### src/sv/lcdlb_pkg.sv
// Shared constants, types and the init sequence table for the character LCD line buffer driver.
package lcdlb_pkg;

    localparam int LINE_LENGTH = 16;
    localparam int LINE_COUNT  = 2;
    localparam int STORE_DEPTH = LINE_LENGTH * LINE_COUNT;
    localparam int ADDR_W      = (STORE_DEPTH > 1) ? $clog2(STORE_DEPTH) : 1;
    localparam int COL_W       = $clog2(LINE_LENGTH + 1);
    localparam int PAD_W       = $clog2(STORE_DEPTH + 32);

    localparam logic [1:0] OP_INIT   = 2'd0;
    localparam logic [1:0] OP_STORE  = 2'd1;
    localparam logic [1:0] OP_FINISH = 2'd2;

    localparam logic [1:0] WAIT_NONE = 2'd0;
    localparam logic [1:0] WAIT_40US = 2'd1;
    localparam logic [1:0] WAIT_1MS  = 2'd2;
    localparam logic [1:0] WAIT_10MS = 2'd3;

    localparam logic RS_CMD  = 1'b0;
    localparam logic RS_DATA = 1'b1;

    localparam logic [3:0] NIB_WAKE  = 4'b0011;
    localparam logic [3:0] NIB_4BIT  = 4'b0010;
    localparam logic [7:0] CMD_FUNC_SET   = 8'b0010_1000;
    localparam logic [7:0] CMD_DISP_OFF   = 8'b0000_1000;
    localparam logic [7:0] CMD_CLEAR      = 8'b0000_0001;
    localparam logic [7:0] CMD_ENTRY_MODE = 8'b0000_0110;
    localparam logic [7:0] CMD_DISP_ON    = 8'b0000_1100;
    localparam logic [7:0] CMD_SET_DDRAM  = 8'b1000_0000;
    localparam logic [7:0] CHAR_SPACE     = 8'h20;

    localparam int INIT_LEN   = 14;
    localparam int INIT_IDX_W = $clog2(INIT_LEN);

    typedef struct packed {
        logic [3:0] nibble;
        logic [1:0] wait_class;
    } init_nibble_t;

    // Requests from the sequencer to the text store.
    typedef struct packed {
        logic              wr_en;
        logic [ADDR_W-1:0] wr_addr;
        logic [7:0]        wr_data;
        logic              clr_all;
        logic              pad_en;
        logic [PAD_W-1:0]  pad_start;
        logic [PAD_W-1:0]  pad_end;
        logic              rd_en;
        logic [ADDR_W-1:0] rd_addr;
    } store_cmd_t;

    // Power-on run: wake nibbles, 4-bit switch, then five commands as nibble pairs.
    function automatic init_nibble_t init_entry(input logic [INIT_IDX_W-1:0] idx);
        init_nibble_t e;
        e.wait_class = WAIT_NONE;
        e.nibble     = 4'h0;
        case (idx)
            4'd0:    begin e.nibble = NIB_WAKE;             e.wait_class = WAIT_10MS; end
            4'd1:    begin e.nibble = NIB_WAKE;             e.wait_class = WAIT_1MS;  end
            4'd2:    begin e.nibble = NIB_WAKE;             e.wait_class = WAIT_1MS;  end
            4'd3:    begin e.nibble = NIB_4BIT;             e.wait_class = WAIT_1MS;  end
            4'd4:    begin e.nibble = CMD_FUNC_SET[7:4];    e.wait_class = WAIT_NONE; end
            4'd5:    begin e.nibble = CMD_FUNC_SET[3:0];    e.wait_class = WAIT_1MS;  end
            4'd6:    begin e.nibble = CMD_DISP_OFF[7:4];    e.wait_class = WAIT_NONE; end
            4'd7:    begin e.nibble = CMD_DISP_OFF[3:0];    e.wait_class = WAIT_1MS;  end
            4'd8:    begin e.nibble = CMD_CLEAR[7:4];       e.wait_class = WAIT_NONE; end
            4'd9:    begin e.nibble = CMD_CLEAR[3:0];       e.wait_class = WAIT_1MS;  end
            4'd10:   begin e.nibble = CMD_ENTRY_MODE[7:4];  e.wait_class = WAIT_NONE; end
            4'd11:   begin e.nibble = CMD_ENTRY_MODE[3:0];  e.wait_class = WAIT_1MS;  end
            4'd12:   begin e.nibble = CMD_DISP_ON[7:4];     e.wait_class = WAIT_NONE; end
            4'd13:   begin e.nibble = CMD_DISP_ON[3:0];     e.wait_class = WAIT_1MS;  end
            default: begin e.nibble = 4'h0;                 e.wait_class = WAIT_NONE; end
        endcase
        return e;
    endfunction

endpackage

### src/sv/lcdlb_if.sv
// Valid/ready channel interfaces for driver requests and nibble results.
interface lcdlb_in_if;
    logic       valid;
    logic       ready;
    logic [1:0] operation;
    logic       line;
    logic [4:0] position;
    logic [7:0] character;

    modport source (output valid, output operation, output line, output position,
                    output character, input ready);
    modport sink   (input valid, input operation, input line, input position,
                    input character, output ready);
endinterface

interface lcdlb_out_if;
    logic       valid;
    logic       ready;
    logic       register_select;
    logic [3:0] nibble;
    logic [1:0] wait_class;
    logic       last;

    modport source (output valid, output register_select, output nibble,
                    output wait_class, output last, input ready);
    modport sink   (input valid, input register_select, input nibble,
                    input wait_class, input last, output ready);
endinterface

### src/sv/lcdlb_text_store.sv
// Text store: character memory with per-entry valid flags and a registered read port.
module lcdlb_text_store
(
    input  logic                  clk,
    input  logic                  rst_n,
    input  lcdlb_pkg::store_cmd_t cmd,
    output logic [7:0]            rd_char
);

    logic [7:0]                        mem [lcdlb_pkg::STORE_DEPTH];
    logic [lcdlb_pkg::STORE_DEPTH-1:0] valid_reg;
    logic [lcdlb_pkg::STORE_DEPTH-1:0] valid_next;
    logic [7:0]                        rd_data_reg;
    logic                              rd_valid_reg;

    // Entries without a valid flag read as a space.
    always_comb
    begin
        valid_next = valid_reg;
        if (cmd.clr_all)
        begin
            valid_next = '0;
        end
        if (cmd.pad_en)
        begin
            for (int j = 0; j < lcdlb_pkg::STORE_DEPTH; j++)
            begin
                if (lcdlb_pkg::PAD_W'(j) >= cmd.pad_start &&
                    lcdlb_pkg::PAD_W'(j) < cmd.pad_end)
                begin
                    valid_next[j] = 1'b0;
                end
            end
        end
        if (cmd.wr_en)
        begin
            valid_next[cmd.wr_addr] = 1'b1;
        end
    end

    always_ff @(posedge clk or negedge rst_n)
    begin
        if (!rst_n)
        begin
            valid_reg <= '0;
        end
        else
        begin
            valid_reg <= valid_next;
        end
    end

    always_ff @(posedge clk)
    begin
        if (cmd.wr_en)
        begin
            mem[cmd.wr_addr] <= cmd.wr_data;
        end
        if (cmd.rd_en)
        begin
            rd_data_reg  <= mem[cmd.rd_addr];
            rd_valid_reg <= valid_reg[cmd.rd_addr];
        end
    end

    assign rd_char = rd_valid_reg ? rd_data_reg : lcdlb_pkg::CHAR_SPACE;

endmodule

### src/sv/character_lcd_line_buffer_driver.sv
// Character LCD line buffer driver: request decode, nibble sequencer and output register.
// The first nibble of an init or finish run passes the state register, then the output register.
// One nibble per cycle unless the output stalls; init emits 14 nibbles, finish 2 + 2 * LINE_LENGTH (34).
// A store leaves the sequencer idle, so it does not hold up the next request; requests are
// taken only while the sequencer is idle. The pace is one nibble per cycle through the output
// register; a stalled output stalls the sequencer, and with it the input.
// Reset: asynchronous, active low; the text store reads all spaces after reset.
module character_lcd_line_buffer_driver
(
    input  logic        clk,
    input  logic        rst_n,
    lcdlb_in_if.sink    items,
    lcdlb_out_if.source results
);

    // Sequencer states
    localparam logic [2:0] ST_IDLE   = 3'd0;
    localparam logic [2:0] ST_INIT   = 3'd1;
    localparam logic [2:0] ST_CUR_HI = 3'd2;
    localparam logic [2:0] ST_CUR_LO = 3'd3;
    localparam logic [2:0] ST_DAT_HI = 3'd4;
    localparam logic [2:0] ST_DAT_LO = 3'd5;

    logic [2:0]                       state_reg, state_next;
    logic [lcdlb_pkg::INIT_IDX_W-1:0] cnt_reg, cnt_next;
    logic [lcdlb_pkg::COL_W-1:0]      col_reg, col_next;
    logic                             line_reg, line_next;

    logic       out_valid_reg, out_valid_next;
    logic       out_rs_reg;
    logic [3:0] out_nib_reg;
    logic [1:0] out_wait_reg;
    logic       out_last_reg;

    lcdlb_pkg::store_cmd_t   scmd;
    lcdlb_pkg::init_nibble_t init_e;
    logic [7:0]              rd_char;

    logic       accept;
    logic       line_ok, pos_ok;
    logic       emit, load;
    logic       em_rs, em_last;
    logic [3:0] em_nib;
    logic [1:0] em_wait;
    logic       last_col;
    logic [lcdlb_pkg::ADDR_W-1:0] in_base, run_base;
    logic [lcdlb_pkg::COL_W-1:0]  rd_col;

    assign items.ready = (state_reg == ST_IDLE);
    assign accept      = items.valid && items.ready;

    assign line_ok  = int'(items.line) < lcdlb_pkg::LINE_COUNT;
    assign pos_ok   = int'(items.position) < lcdlb_pkg::LINE_LENGTH;
    assign in_base  = items.line ? lcdlb_pkg::ADDR_W'(lcdlb_pkg::LINE_LENGTH) : '0;
    assign run_base = line_reg ? lcdlb_pkg::ADDR_W'(lcdlb_pkg::LINE_LENGTH) : '0;
    assign last_col = (col_reg == lcdlb_pkg::COL_W'(lcdlb_pkg::LINE_LENGTH - 1));
    assign init_e   = lcdlb_pkg::init_entry(cnt_reg);

    // Nibble the sequencer offers in its current state
    always_comb
    begin
        emit    = 1'b0;
        em_rs   = lcdlb_pkg::RS_CMD;
        em_nib  = 4'h0;
        em_wait = lcdlb_pkg::WAIT_NONE;
        em_last = 1'b0;
        case (state_reg)
            ST_INIT:
            begin
                emit    = 1'b1;
                em_nib  = init_e.nibble;
                em_wait = init_e.wait_class;
                em_last = (cnt_reg == lcdlb_pkg::INIT_IDX_W'(lcdlb_pkg::INIT_LEN - 1));
            end
            ST_CUR_HI:
            begin
                emit   = 1'b1;
                em_nib = lcdlb_pkg::CMD_SET_DDRAM[7:4] | {1'b0, line_reg, 2'b00};
            end
            ST_CUR_LO:
            begin
                emit    = 1'b1;
                em_nib  = lcdlb_pkg::CMD_SET_DDRAM[3:0];
                em_wait = lcdlb_pkg::WAIT_40US;
            end
            ST_DAT_HI:
            begin
                emit   = 1'b1;
                em_rs  = lcdlb_pkg::RS_DATA;
                em_nib = rd_char[7:4];
            end
            ST_DAT_LO:
            begin
                emit    = 1'b1;
                em_rs   = lcdlb_pkg::RS_DATA;
                em_nib  = rd_char[3:0];
                em_wait = lcdlb_pkg::WAIT_40US;
                em_last = last_col;
            end
            default:
            begin
                emit = 1'b0;
            end
        endcase
    end

    // Output register takes a nibble when empty or when its current one transfers
    assign load           = emit && (!out_valid_reg || results.ready);
    assign out_valid_next = load || (out_valid_reg && !results.ready);

    // Sequencer and text store requests
    always_comb
    begin
        state_next = state_reg;
        cnt_next   = cnt_reg;
        col_next   = col_reg;
        line_next  = line_reg;
        rd_col     = '0;

        scmd           = '0;
        scmd.wr_addr   = in_base + lcdlb_pkg::ADDR_W'(items.position);
        scmd.wr_data   = items.character;
        scmd.pad_start = lcdlb_pkg::PAD_W'(in_base) + lcdlb_pkg::PAD_W'(items.position);
        scmd.pad_end   = lcdlb_pkg::PAD_W'(in_base) + lcdlb_pkg::PAD_W'(lcdlb_pkg::LINE_LENGTH);

        case (state_reg)
            ST_IDLE:
            begin
                if (accept)
                begin
                    case (items.operation)
                        lcdlb_pkg::OP_INIT:
                        begin
                            scmd.clr_all = 1'b1;
                            cnt_next     = '0;
                            state_next   = ST_INIT;
                        end
                        lcdlb_pkg::OP_STORE:
                        begin
                            scmd.wr_en = line_ok && pos_ok;
                        end
                        lcdlb_pkg::OP_FINISH:
                        begin
                            if (line_ok)
                            begin
                                // Padding just drops the flags; those entries read as spaces
                                scmd.pad_en = 1'b1;
                                line_next   = items.line;
                                state_next  = ST_CUR_HI;
                            end
                        end
                        default:
                        begin
                            state_next = ST_IDLE;
                        end
                    endcase
                end
            end
            ST_INIT:
            begin
                if (load)
                begin
                    cnt_next = cnt_reg + 1'b1;
                    if (em_last)
                    begin
                        state_next = ST_IDLE;
                    end
                end
            end
            ST_CUR_HI:
            begin
                if (load)
                begin
                    state_next = ST_CUR_LO;
                end
            end
            ST_CUR_LO:
            begin
                if (load)
                begin
                    // Fetch column 0 so it is ready for the first data nibble
                    scmd.rd_en = 1'b1;
                    rd_col     = '0;
                    col_next   = '0;
                    state_next = ST_DAT_HI;
                end
            end
            ST_DAT_HI:
            begin
                if (load)
                begin
                    state_next = ST_DAT_LO;
                end
            end
            ST_DAT_LO:
            begin
                if (load)
                begin
                    if (last_col)
                    begin
                        state_next = ST_IDLE;
                    end
                    else
                    begin
                        // Low nibble leaves now; the next character is fetched alongside
                        scmd.rd_en = 1'b1;
                        rd_col     = col_reg + 1'b1;
                        col_next   = col_reg + 1'b1;
                        state_next = ST_DAT_HI;
                    end
                end
            end
            default:
            begin
                state_next = ST_IDLE;
            end
        endcase

        scmd.rd_addr = run_base + lcdlb_pkg::ADDR_W'(rd_col);
    end

    lcdlb_text_store u_store
    (
        .clk     (clk),
        .rst_n   (rst_n),
        .cmd     (scmd),
        .rd_char (rd_char)
    );

    always_ff @(posedge clk or negedge rst_n)
    begin
        if (!rst_n)
        begin
            state_reg     <= ST_IDLE;
            cnt_reg       <= '0;
            col_reg       <= '0;
            line_reg      <= 1'b0;
            out_valid_reg <= 1'b0;
        end
        else
        begin
            state_reg     <= state_next;
            cnt_reg       <= cnt_next;
            col_reg       <= col_next;
            line_reg      <= line_next;
            out_valid_reg <= out_valid_next;
        end
    end

    always_ff @(posedge clk)
    begin
        if (load)
        begin
            out_rs_reg   <= em_rs;
            out_nib_reg  <= em_nib;
            out_wait_reg <= em_wait;
            out_last_reg <= em_last;
        end
    end

    assign results.valid           = out_valid_reg;
    assign results.register_select = out_rs_reg;
    assign results.nibble          = out_nib_reg;
    assign results.wait_class      = out_wait_reg;
    assign results.last            = out_last_reg;

endmodule

### src/flat_wrapper.sv
// flat-port wrapper written by rule: the top's interface ports become plain ports
module character_lcd_line_buffer_driver_flat 
  (clk, rst_n, items_valid, items_operation, items_line, items_position, items_character, items_ready, results_valid, results_register_select, results_nibble, results_wait_class, results_last, results_ready);
  lcdlb_in_if items_i ();
  lcdlb_out_if results_i ();
  input  logic clk;
  input  logic rst_n;
  input wire logic [$bits(items_i.valid)-1:0] items_valid;
  input wire logic [$bits(items_i.operation)-1:0] items_operation;
  input wire logic [$bits(items_i.line)-1:0] items_line;
  input wire logic [$bits(items_i.position)-1:0] items_position;
  input wire logic [$bits(items_i.character)-1:0] items_character;
  output wire logic [$bits(items_i.ready)-1:0] items_ready;
  output wire logic [$bits(results_i.valid)-1:0] results_valid;
  output wire logic [$bits(results_i.register_select)-1:0] results_register_select;
  output wire logic [$bits(results_i.nibble)-1:0] results_nibble;
  output wire logic [$bits(results_i.wait_class)-1:0] results_wait_class;
  output wire logic [$bits(results_i.last)-1:0] results_last;
  input wire logic [$bits(results_i.ready)-1:0] results_ready;
  assign items_i.valid = items_valid;
  assign items_i.operation = items_operation;
  assign items_i.line = items_line;
  assign items_i.position = items_position;
  assign items_i.character = items_character;
  assign items_ready = items_i.ready;
  assign results_valid = results_i.valid;
  assign results_register_select = results_i.register_select;
  assign results_nibble = results_i.nibble;
  assign results_wait_class = results_i.wait_class;
  assign results_last = results_i.last;
  assign results_i.ready = results_ready;
  character_lcd_line_buffer_driver u_core (.clk(clk), .rst_n(rst_n), .items(items_i), .results(results_i));
endmodule
### config.mk
export PLATFORM = sky130hd
export DESIGN_NAME = character_lcd_line_buffer_driver_flat
export DESIGN_NICKNAME = d
export VERILOG_FILES = /design/src/sv/lcdlb_pkg.sv /design/src/sv/lcdlb_if.sv /design/src/sv/lcdlb_text_store.sv /design/src/sv/character_lcd_line_buffer_driver.sv /design/src/flat_wrapper.sv
export SDC_FILE = /design/constraint.sdc
export NUM_CORES = 1
export LEC_CHECK = 0
export BUFFER_PORTS_ARGS = -buffer_cell sky130_fd_sc_hd__clkbuf_2
export CAP_MARGIN = 5
export CORE_UTILIZATION = 56
export CTS_CLUSTER_SIZE = 20
export DETAILED_ROUTE_END_ITERATION = 8
export GPL_ROUTABILITY_DRIVEN = 1
export GPL_TIMING_DRIVEN = 1
export PLACE_DENSITY = 0.74
export SYNTH_ARGS = -nofsm -noshare
export SYNTH_HDL_FRONTEND = slang
export SYNTH_HIERARCHICAL = 1
export SYNTH_SLANG_ARGS = --single-unit
### constraint.sdc
create_clock -name clk -period 3.6 [get_ports clk]
set_input_delay 0.54 -clock clk [delete_from_list [all_inputs] [get_ports clk]]
set_output_delay 0.54 -clock clk [all_outputs]
set_load 0.05 [all_outputs]
# Yosys cells after proc, flatten, opt, wreduce, memory -nomap -nowiden
# Memory sizes are Yosys's and may differ from the RTL's. A register that Yosys moved wholly into a read port is not among the register bits.
# Index checks and enable logic that the tools add are counted.
# totals
register_bits	55
ramBits	256
rom_bits	96
n_memories	2
# mem_list
name	words	width	rd	rd_clocked_by_memory_dff	write_ports	line_no	text
u_core.u_store.mem	32	8	1	1	1	lcdlb_text_store.sv:10	logic [7:0] mem [lcdlb_pkg::STORE_DEPTH];
(no name shown)	16	6	1	0	0	lcdlb_pkg.sv:59	case (idx)
# classes
add_sub_neg	6
order_cmp	68
n_eq_ne	19
mux	81
n_bitwise	1
reduce_logical	51
# ops
operator	count
greater-or-equal comparator 5 x 6 -> 1 bit, first input constant	16
less-than comparator 5 x 6 -> 1 bit, first input constant	16
two-way mux 32 bit	3
greater-or-equal comparator 4 x 6 -> 1 bit, first input constant	8
less-than comparator 4 x 6 -> 1 bit, first input constant	8
two-way mux 1 bit	46
two-way mux 5 bit	8
logical AND 1 bit	36
bitwise OR 32 bit	1
greater-or-equal comparator 3 x 6 -> 1 bit, first input constant	4
less-than comparator 3 x 6 -> 1 bit, first input constant	4
two-way mux 3 bit	8
case mux 3 bit (6 select lines)	1
case mux 4 bit (4 select lines)	1
greater-or-equal comparator 1 x 6 -> 1 bit, first input constant	2
greater-or-equal comparator 2 x 6 -> 1 bit, first input constant	2
less-than comparator 1 x 6 -> 1 bit, first input constant	2
less-than comparator 2 x 6 -> 1 bit, first input constant	2
less-than comparator 5 x 6 -> 1 bit, second input constant	2
two-way mux 4 bit	3
inequality test 2 x 1 -> 1 bit, second input constant	6
adder 5 bit	2
case mux 5 bit (2 select lines)	1
case mux 3 bit (3 select lines)	1
other kinds (31)	43

# Depth between registers and ports, before layout
# Gate-level depths: netlist of run 1.
# logic_depth
word_depth	9
mapped_depth	10

# Modules after synthesis
# Netlist of run 1, hierarchy kept.
# by_module_without_submodules
mod	instances	cells_per_inst	area_per_inst_um2
lcdlb_text_store	1	623	12214.2
character_lcd_line_buffer_driver	1	138	1341.3

# Worst setup path after synthesis of run 1
# No wires, ideal clock.
# synth_timing
path_kind	reg-to-reg
start	reg u_core/col_reg[0] in the netlist's numbering
end	reg u_core.u_store.rd_data_reg[5] (read register of u_core.u_store.mem), data pin
setup_ns	0.260
t_arrival_ns	3.382
required_time_ns	3.340
slack_ns	-0.041
stages_incl_launch_ff	11
path_cell_list	dfrtp_1 -> ha_1 -> and3_1 -> ha_1 -> or4_1 -> nor2_1 -> buf_6 -> buf_2 -> mux4_2 -> mux4_2 -> mux2_2
# synth_between
elab_chain_len	5
word_cells_on_any_way	9
# synth_rtl
element	line_no	text
start, declared	character_lcd_line_buffer_driver.sv:26	logic [lcdlb_pkg::COL_W-1:0] col_reg, col_next;
start signal, assigned	character_lcd_line_buffer_driver.sv:244	col_reg <= col_next;
adder 5 x 1 -> 5 bit / equality test 5 x 4 -> 1 bit (equally long branches)	character_lcd_line_buffer_driver.sv:207, character_lcd_line_buffer_driver.sv:56	
two-way mux 5 bit *	character_lcd_line_buffer_driver.sv:199	if (last_col)
two-way mux 5 bit *	character_lcd_line_buffer_driver.sv:197	if (load)
two-way mux 5 bit *	--	
net u_core.rd_col (one bit)	character_lcd_line_buffer_driver.sv:47	logic [lcdlb_pkg::COL_W-1:0] rd_col;
adder 5 bit *	character_lcd_line_buffer_driver.sv:219	scmd.rd_addr = run_base + lcdlb_pkg::ADDR_W'(rd_col);
end, declared	lcdlb_text_store.sv:13	logic [7:0] rd_data_reg;
# Mark *: on every way through the listed nets, which the timed path passes. The rest lies on a longest branch.
# A chain may end at the register's enable or synchronous reset.

# Worst setup path after layout of run 1
# layout_timing
start	reg u_core/col_reg[0] in the netlist's numbering
end	reg u_core.u_store.rd_data_reg[7] (read register of u_core.u_store.mem), data pin
# Same word-level chain as after synthesis.

==> results by group, run 1 <==
Final layout
  • Layout cells sized above 1: 31.4%
  • # diodes: 0
  • Finished Core Util: 66.5%
  • Layout area overhead: 15.8%
  • Final Instance Count excl. Fillers: 1208
  • Cell area after layout: 15700 µm²
  • Max reg flops: 256
  • Nets: 894

Setup path
  • CP Data Required Time: 3.92 ns
  • CP max stage delay: 0.53 ns
  • CP Max Fanout: 6
  • Critical Path AT: 3.83 ns
  • R2r setup slk: 0.09 ns
  • R2R depth: 11
  • Max stage delay cell, worst path: mux4_2
  • CP cell instances: ha_2 > and3_4 > ha_1 > or4_4 > nor2_4 > buf_12 > buf_8 > buf_4 > mux4_2 > mux4_2 > mux2_2
  • Critical path class: reg2reg
  • Crit path top cell by count: mux4_2
  • FF-to-FF Start: u_core/col_reg[0]
  • CP Launch Type: flip-flop
  • Reg-to-Reg End: u_core/u_store/rd_data_reg[7]
  • Worst Setup End Kind: flip-flop

Detailed routing
  • First-pass DRT Iterations: 5
  • WL/cell: 25.5 µm
  • Antenna Nets Post-Route: 0
  • DR iter-0 viols: 730
  • Remaining DRCs: 0
  • WL final: 30900 µm
  • Total number of vias: 7697
  • Via density: 6.37

Power and ir drop
  • Net Switching: 2670 µW
  • Combinational share of power: 22.3%
  • Clock power frac: 32.4%
  • Worst vdd ir: 0.475 mV
  • Net Sw Frac: 27.6%
  • Leak: 0.00532 µW
  • Sequential power share: 45.3%
  • PnR Total Power: 9670 µW
  • P_int: 7000 µW
  • Pwr dens: 617 nW/µm²

STA
  • Skew final: 0.00761 ns
  • Min Tclk post-route: 3.51 ns
  • Final hold violation count: 0
  • Max-slew headroom: 54.7%
  • Final setup fails: 0
  • Setup_tns: 0 ns
  • RSZ-0062 raised after global routing: no
  • Final Max Tran Viols: 0
  • FMAX: 285 MHz
  • Period utilisation layout: 97.5%
  • Worst Tran Pin Value: 0.678 ns

Flow run
  • Maxcap violations: 0

Synthesis
  • Post-synthesis cell type count: 72
  • Sequential area share after synthesis: 69.0%
  • Ranking of synthesized cells by area: edfxtp_1, mux4_2, dfrtp_1, nor2_1, a31o_2
  • Cell count after synthesis: 761
  • Top cell type's share of synthesized area: 60.5%
  • Top cells by count, synth: edfxtp_1, mux4_2, nor2_1
  • Post-synth EDFFs: 273
  • Top FF cell, synth: edfxtp_1
  • #FFs+latches synth: 319
  • Mapped Area: 13600 µm²
  • YS warnings: 6
  • Average size of a mapped cell: 17.8 µm²
  • Most common cell in the synthesized netlist: edfxtp_1
  • Async set-or-reset flop fraction in the synthesized netlist: 14.4%
  • Post-synth top area cell: edfxtp_1

CTS
  • Clock tree buffer depth: 3
  • Latest clock arrival within the worst-skew pair: 0.57 ns
  • CTS tree: yes
  • CTS H-tree lvls: 1
  • Root buffer cell: clkbuf_16
  • Total CTS buffers: 31
  • Clock transition at path regs: 0.06 ns
  • CTS Sinks: 319

Placed design
  • Placed Area: 14600 µm²
  • I/O Buffers: 29
  • Final Wtd Congestion: 0.907
  • Inst Count DP: 1146
  • HPWL Detailed: 20500 µm

Global route
  • Met3 Usage GRT: 5.34%
  • Global routing's busiest layer: met2
  • Initial antenna violation count: 0
  • Vias in the first global route: 7843
  • Largest net degree at the start of global routing: 33
  • Met1 Use GR: 36.5%
  • Global-route wire length before repair: 47600 µm
  • Met2 Use GR: 43.8%
  • Global route overflow: 0
  • Total global routing track utilization: 26.5%

Die
  • Chip Height: 158 µm
  • Die width: 158 µm
  • Core Region: 23600 µm²
  • Ports: 30
  • Initial core utilization: 57.4%
  • Area of the die: 24800 µm²
  • Cell row count: 56

Status
  • Outcome: complete, no violations

Hold path
  • Worst Hold Class: in2reg
  • Hold Crit Depth: 3
  • Hold path start: items_operation[0]
  • Worst Hold End: u_core/cnt_reg[3]
per-stage QoR:
stage	hold WS, ns	worst slack, ns
after floorplan	0.244	0.00342
after global placement	0.493	-0.0989
after detailed placement	0.506	-0.129
after CTS	0.318	0.0334
after global routing	0.339	0.0162
final	0.330	0.0894
what timing repair did:
| action | 4_1_cts | 5_1_grt |
|---|---|---|
| resized for setup | 7 | 4 |
| hold buffers | 1 | 0 |
| gates cloned | 1 | 0 |
| endpoints found under the hold margin | 23 | 0 |
| buffers inserted | 3 | 1 |
| pin swaps | 2 | 1 |
| endpoints found under the setup margin | 9 | 9 |
cells in the final DEF (no fill, tap or decap), types with 10 or more instances in the layout:
cell | Yosys | routed
inv_1 | 17 | 17
nor2_1 | 55 | 52
mux2_2 | 10 | 10
nand3_1 | 11 | 11
buf_12 | 0 | 10
mux4_2 | 90 | 90
edfxtp_1 | 273 | 273
clkbuf_16 | 0 | 31
clkbuf_2 | 0 | 29
a31o_2 | 21 | 21
buf_4 | 6 | 58
o21ai_0 | 20 | 20
dfrtp_1 | 46 | 46
clkbuf_1 | 31 | 10
a21oi_1 | 11 | 11
conb_1 | 1 | 17
nand2_1 | 26 | 26
cell type report:
type	instances	area (µm²)
inverters	18	67.6
multi-input cells	393	4020
well taps	319	399
repair buffers	102	876
clock buffers	41	813
flip-flops and latches	319	9350
clock inverters	16	170
fillers	1570	7920
power by group through the flow:
stage / Clock (µW) / Sequential [µW] / Combinational (µW)
finish: 3140 / 4380 / 2160
floorplan: 0 / 4570 / 1280
global placement: 0 / 4440 / 2040
global route: 3320 / 4390 / 2320
detailed placement: 0 / 4450 / 2080
CTS: 3180 / 4370 / 2160
how the worst max path moves through the flow:
stage,from,endpoint,depth (start not counted)
2_1_floorplan,u_core/col_reg[0],u_core/u_store/rd_data_reg[0],9
4_1_cts,u_core/col_reg[0],u_core/u_store/rd_data_reg[3],11
6_report,u_core/col_reg[0],u_core/u_store/rd_data_reg[7],11
5_1_grt,u_core/col_reg[0],u_core/u_store/rd_data_reg[1],10
3_3_place_gp,u_core/col_reg[0],u_core/u_store/rd_data_reg[3],10
3_5_place_dp,u_core/col_reg[0],u_core/u_store/rd_data_reg[3],10
layer usage:
layer | wire (µm) | up-vias
met5 | 0 | -
met4 | 597 | 0
met3 | 2520 | 46
met2 | 15300 | 366
met1 | 12500 | 3996
li1 | - | 3289
cell families after synthesis:
| kind of cell | Yosys count | share of synthesized area, % |
|---|---|---|
| AOI/OAI and AO/OA | 109 | 5.98 |
| xor gates and xnor gates | 4 | 0.258 |
| adders and majority gates | 9 | 0.831 |
| buffers and inverters | 65 | 2.11 |
| DFF | 319 | 69.0 |
| muxes | 103 | 16.1 |
| other | 1 | 0.0277 |
| and+or+nand+nor | 151 | 5.77 |
worst max-delay path: cells and delay by family, from the launching register on:
family	cells	cell delay, ns
simple gates	3	0.76
mux	3	1.31
flops	1	0.39
fa+ha+maj	2	0.40
buf+inv	3	0.40
(Power assumes the default switching activity.)
==> inputs of run 2 (changes only) <==
--- a/config.mk
+++ b/config.mk
@@ -7,12 +7,12 @@
 export LEC_CHECK = 0
 export BUFFER_PORTS_ARGS = -buffer_cell sky130_fd_sc_hd__clkbuf_2
 export CAP_MARGIN = 5
-export CORE_UTILIZATION = 56
+export CORE_UTILIZATION = 55
 export CTS_CLUSTER_SIZE = 20
 export DETAILED_ROUTE_END_ITERATION = 8
 export GPL_ROUTABILITY_DRIVEN = 1
 export GPL_TIMING_DRIVEN = 1
-export PLACE_DENSITY = 0.74
+export PLACE_DENSITY = 0.73
 export SYNTH_ARGS = -nofsm -noshare
 export SYNTH_HDL_FRONTEND = slang
 export SYNTH_HIERARCHICAL = 1
==> run 2 against run 1 <==
Sequential power barely moved; largest power group unchanged; core utilization shrank 1.5 points; clock-buffer cell count rose by 4; register-to-register slack lost 0.06 ns; routed wire length rose by 6.0%; final area up 0.42%; via count is 2.0% higher; final cell count rose by 0.58%; die area up 1.8%; critical endpoint is now u_core/u_store/rd_data_reg[6]; non-clock buffer count is 6 higher.
==> results by group, run 2 (same netlist as run 1, synthesis figures left out) <==
Setup path
  • CP endpoint: u_core/u_store/rd_data_reg[6]
  • CP cell instances: ha_2 > and3_4 > ha_4 > or4_4 > nor2_4 > buf_12 > clkbuf_16 > mux4_2 > mux4_2 > mux2_4
  • Critical path class: reg2reg
  • CP Launch Type: flip-flop
  • Max stage delay cell, worst path: or4_4
  • Critical Path AT: 3.87 ns
  • Crit path top cell by count: mux4_2
  • CP max stage delay: 0.53 ns
  • Reg-to-Reg End: u_core/u_store/rd_data_reg[6]
  • R2r setup slk: 0.03 ns
  • Worst Setup SP: u_core/col_reg[0]
  • FF-to-FF Start: u_core/col_reg[0]
  • R2R depth: 10
  • CP Data Required Time: 3.91 ns
  • CP Max Fanout: 7
  • Worst Setup End Kind: flip-flop

Die
  • Initial core utilization: 55.9%
  • Ports: 30
  • Cell row count: 57
  • Core Region: 24200 µm²
  • Chip Height: 159 µm
  • Die width: 159 µm
  • Area of the die: 25300 µm²

STA
  • Final worst slack: 0.0341 ns
  • Min Tclk post-route: 3.57 ns
  • Final hold violation count: 0
  • Final setup fails: 0
  • Final Max Tran Viols: 0
  • Setup_tns: 0 ns
  • FMAX: 280 MHz
  • Worst Tran Pin Value: 0.847 ns
  • Skew final: 0.00990 ns
  • Max-slew headroom: 43.2%
  • Period utilisation layout: 99.1%
  • RSZ-0062 raised after global routing: yes
  • WHS: 0.373 ns

Final layout
  • Nets: 900
  • # diodes: 0
  • Commonest non-fill, non-tap cells in the layout: edfxtp_1, mux4_2, buf_4
  • Commonest non-fill, non-tap cell in the layout: edfxtp_1
  • Layout cells sized above 1: 31.9%
  • Layout area overhead: 16.2%
  • Final Instance Count excl. Fillers: 1215
  • Max reg flops: 256

Placed design
  • Final Wtd Congestion: 0.876
  • Setup slack at placement: -0.0871 ns
  • HPWL Detailed: 21400 µm
  • I/O Buffers: 29
  • Inst Count DP: 1152

CTS
  • Latest clock arrival within the worst-skew pair: 0.57 ns
  • Total CTS buffers: 31
  • Clock transition at path regs: 0.06 ns
  • CTS Sinks: 319
  • CTS tree: yes
  • CTS H-tree lvls: 1
  • Root buffer cell: clkbuf_16
  • Clock tree buffer depth: 3

Global route
  • Initial antenna violation count: 0
  • Global-route wire length before repair: 49700 µm
  • Largest net degree at the start of global routing: 47
  • Vias in the first global route: 7838
  • Total global routing track utilization: 26.6%
  • Global route overflow: 0

Detailed routing
  • Total number of vias: 7853
  • Antenna Nets Post-Route: 0
  • WL/cell: 26.9 µm
  • First-pass DRT Iterations: 5
  • Remaining DRCs: 0
  • WL final: 32700 µm
  • Via density: 6.46
  • DR iter-0 viols: 789

Hold path
  • Hold Crit Depth: 3
  • Worst Hold Class: in2reg

Power and ir drop
  • Leak: 0.00537 µW
  • Worst vdd ir: 0.541 mV
  • Pwr dens: 609 nW/µm²

Status
  • Outcome: complete, no violations

Flow run
  • Maxcap violations: 0
run 2: cell types whose count changed in the layout (fill, tap and decap cells not counted), sizes merged:
cell,change
clkinv,-3
bufinv,-3
clkbuf,+6
buf,+4
clkinvlp,-2
run 2: worst min path at each step:
stage	startpoint	to	slack, ns
detailed placement	u_core/u_store/valid_reg[31]	u_core/u_store/valid_reg[31]	0.50
finish	results_ready	u_core/results.valid	0.37
CTS	rst_n	u_core/col_reg[3]	0.25
global route	results_ready	u_core/results.valid	0.41
floorplan	rst_n	u_core/cnt_reg[0]	0.24
global placement	u_core/u_store/valid_reg[18]	u_core/u_store/valid_reg[18]	0.49
run 2: stage by stage:
| stage | utilization [%] | instance area (µm²) | power (µW) |
|---|---|---|---|
| after detailed placement | 60.3 | 14600 | 6580 |
| after floorplan | - | 13600 | 5850 |
| final | 65.0 | 15800 | 9590 |
| after CTS | 64.5 | 15600 | 9550 |
| after global placement | 60.3 | 14600 | 6510 |
| after global routing | 65.0 | 15800 | 9940 |
run 2: worst max-delay path: cells and delay by family, from the launching register on:
family | cells | cell delay (ns)
muxes | 3 | 1.31
and+or+nand+nor | 3 | 0.88
buffers and inverters | 2 | 0.40
DFF | 1 | 0.39
adders and majority gates | 2 | 0.34
run 2: area by class of cell:
class / count / area, µm²
sequential: 319 / 9350
fill: 1639 / 8490
multi-input combinational: 393 / 4060
timing repair buffer: 108 / 981
clock buffer: 45 / 860
tap: 324 / 405
inverter: 18 / 67.6
clock inverter: 8 / 40.0
run 2: what timing repair did:
item                                   4_1_cts  5_1_grt
hold buffers                                 0        1
buffers inserted                             4        2
gates resized for setup                     11       10
endpoints found under the hold margin        0       10
pin swaps                                    3        3
setup endpoints to repair                    9        9
gates cloned                                 1        2
run 2: routing by layer:
layer  vias up  part of all wire [%]  GRT usage [%]
met4         0                   2.4           8.22
li1       3294                     -              -
met1      4053                    40           38.7
met3        56                   9.2           5.70
met2       450                    48           41.1
met5         -                     0              0
run 2: power breakdown:
group	total (µW)	internal (µW)	leakage [µW]	switching, µW
clock network	2940	1640	0.000441	1300
registers	4380	4250	0.00308	134
logic	2270	1020	0.00184	1250
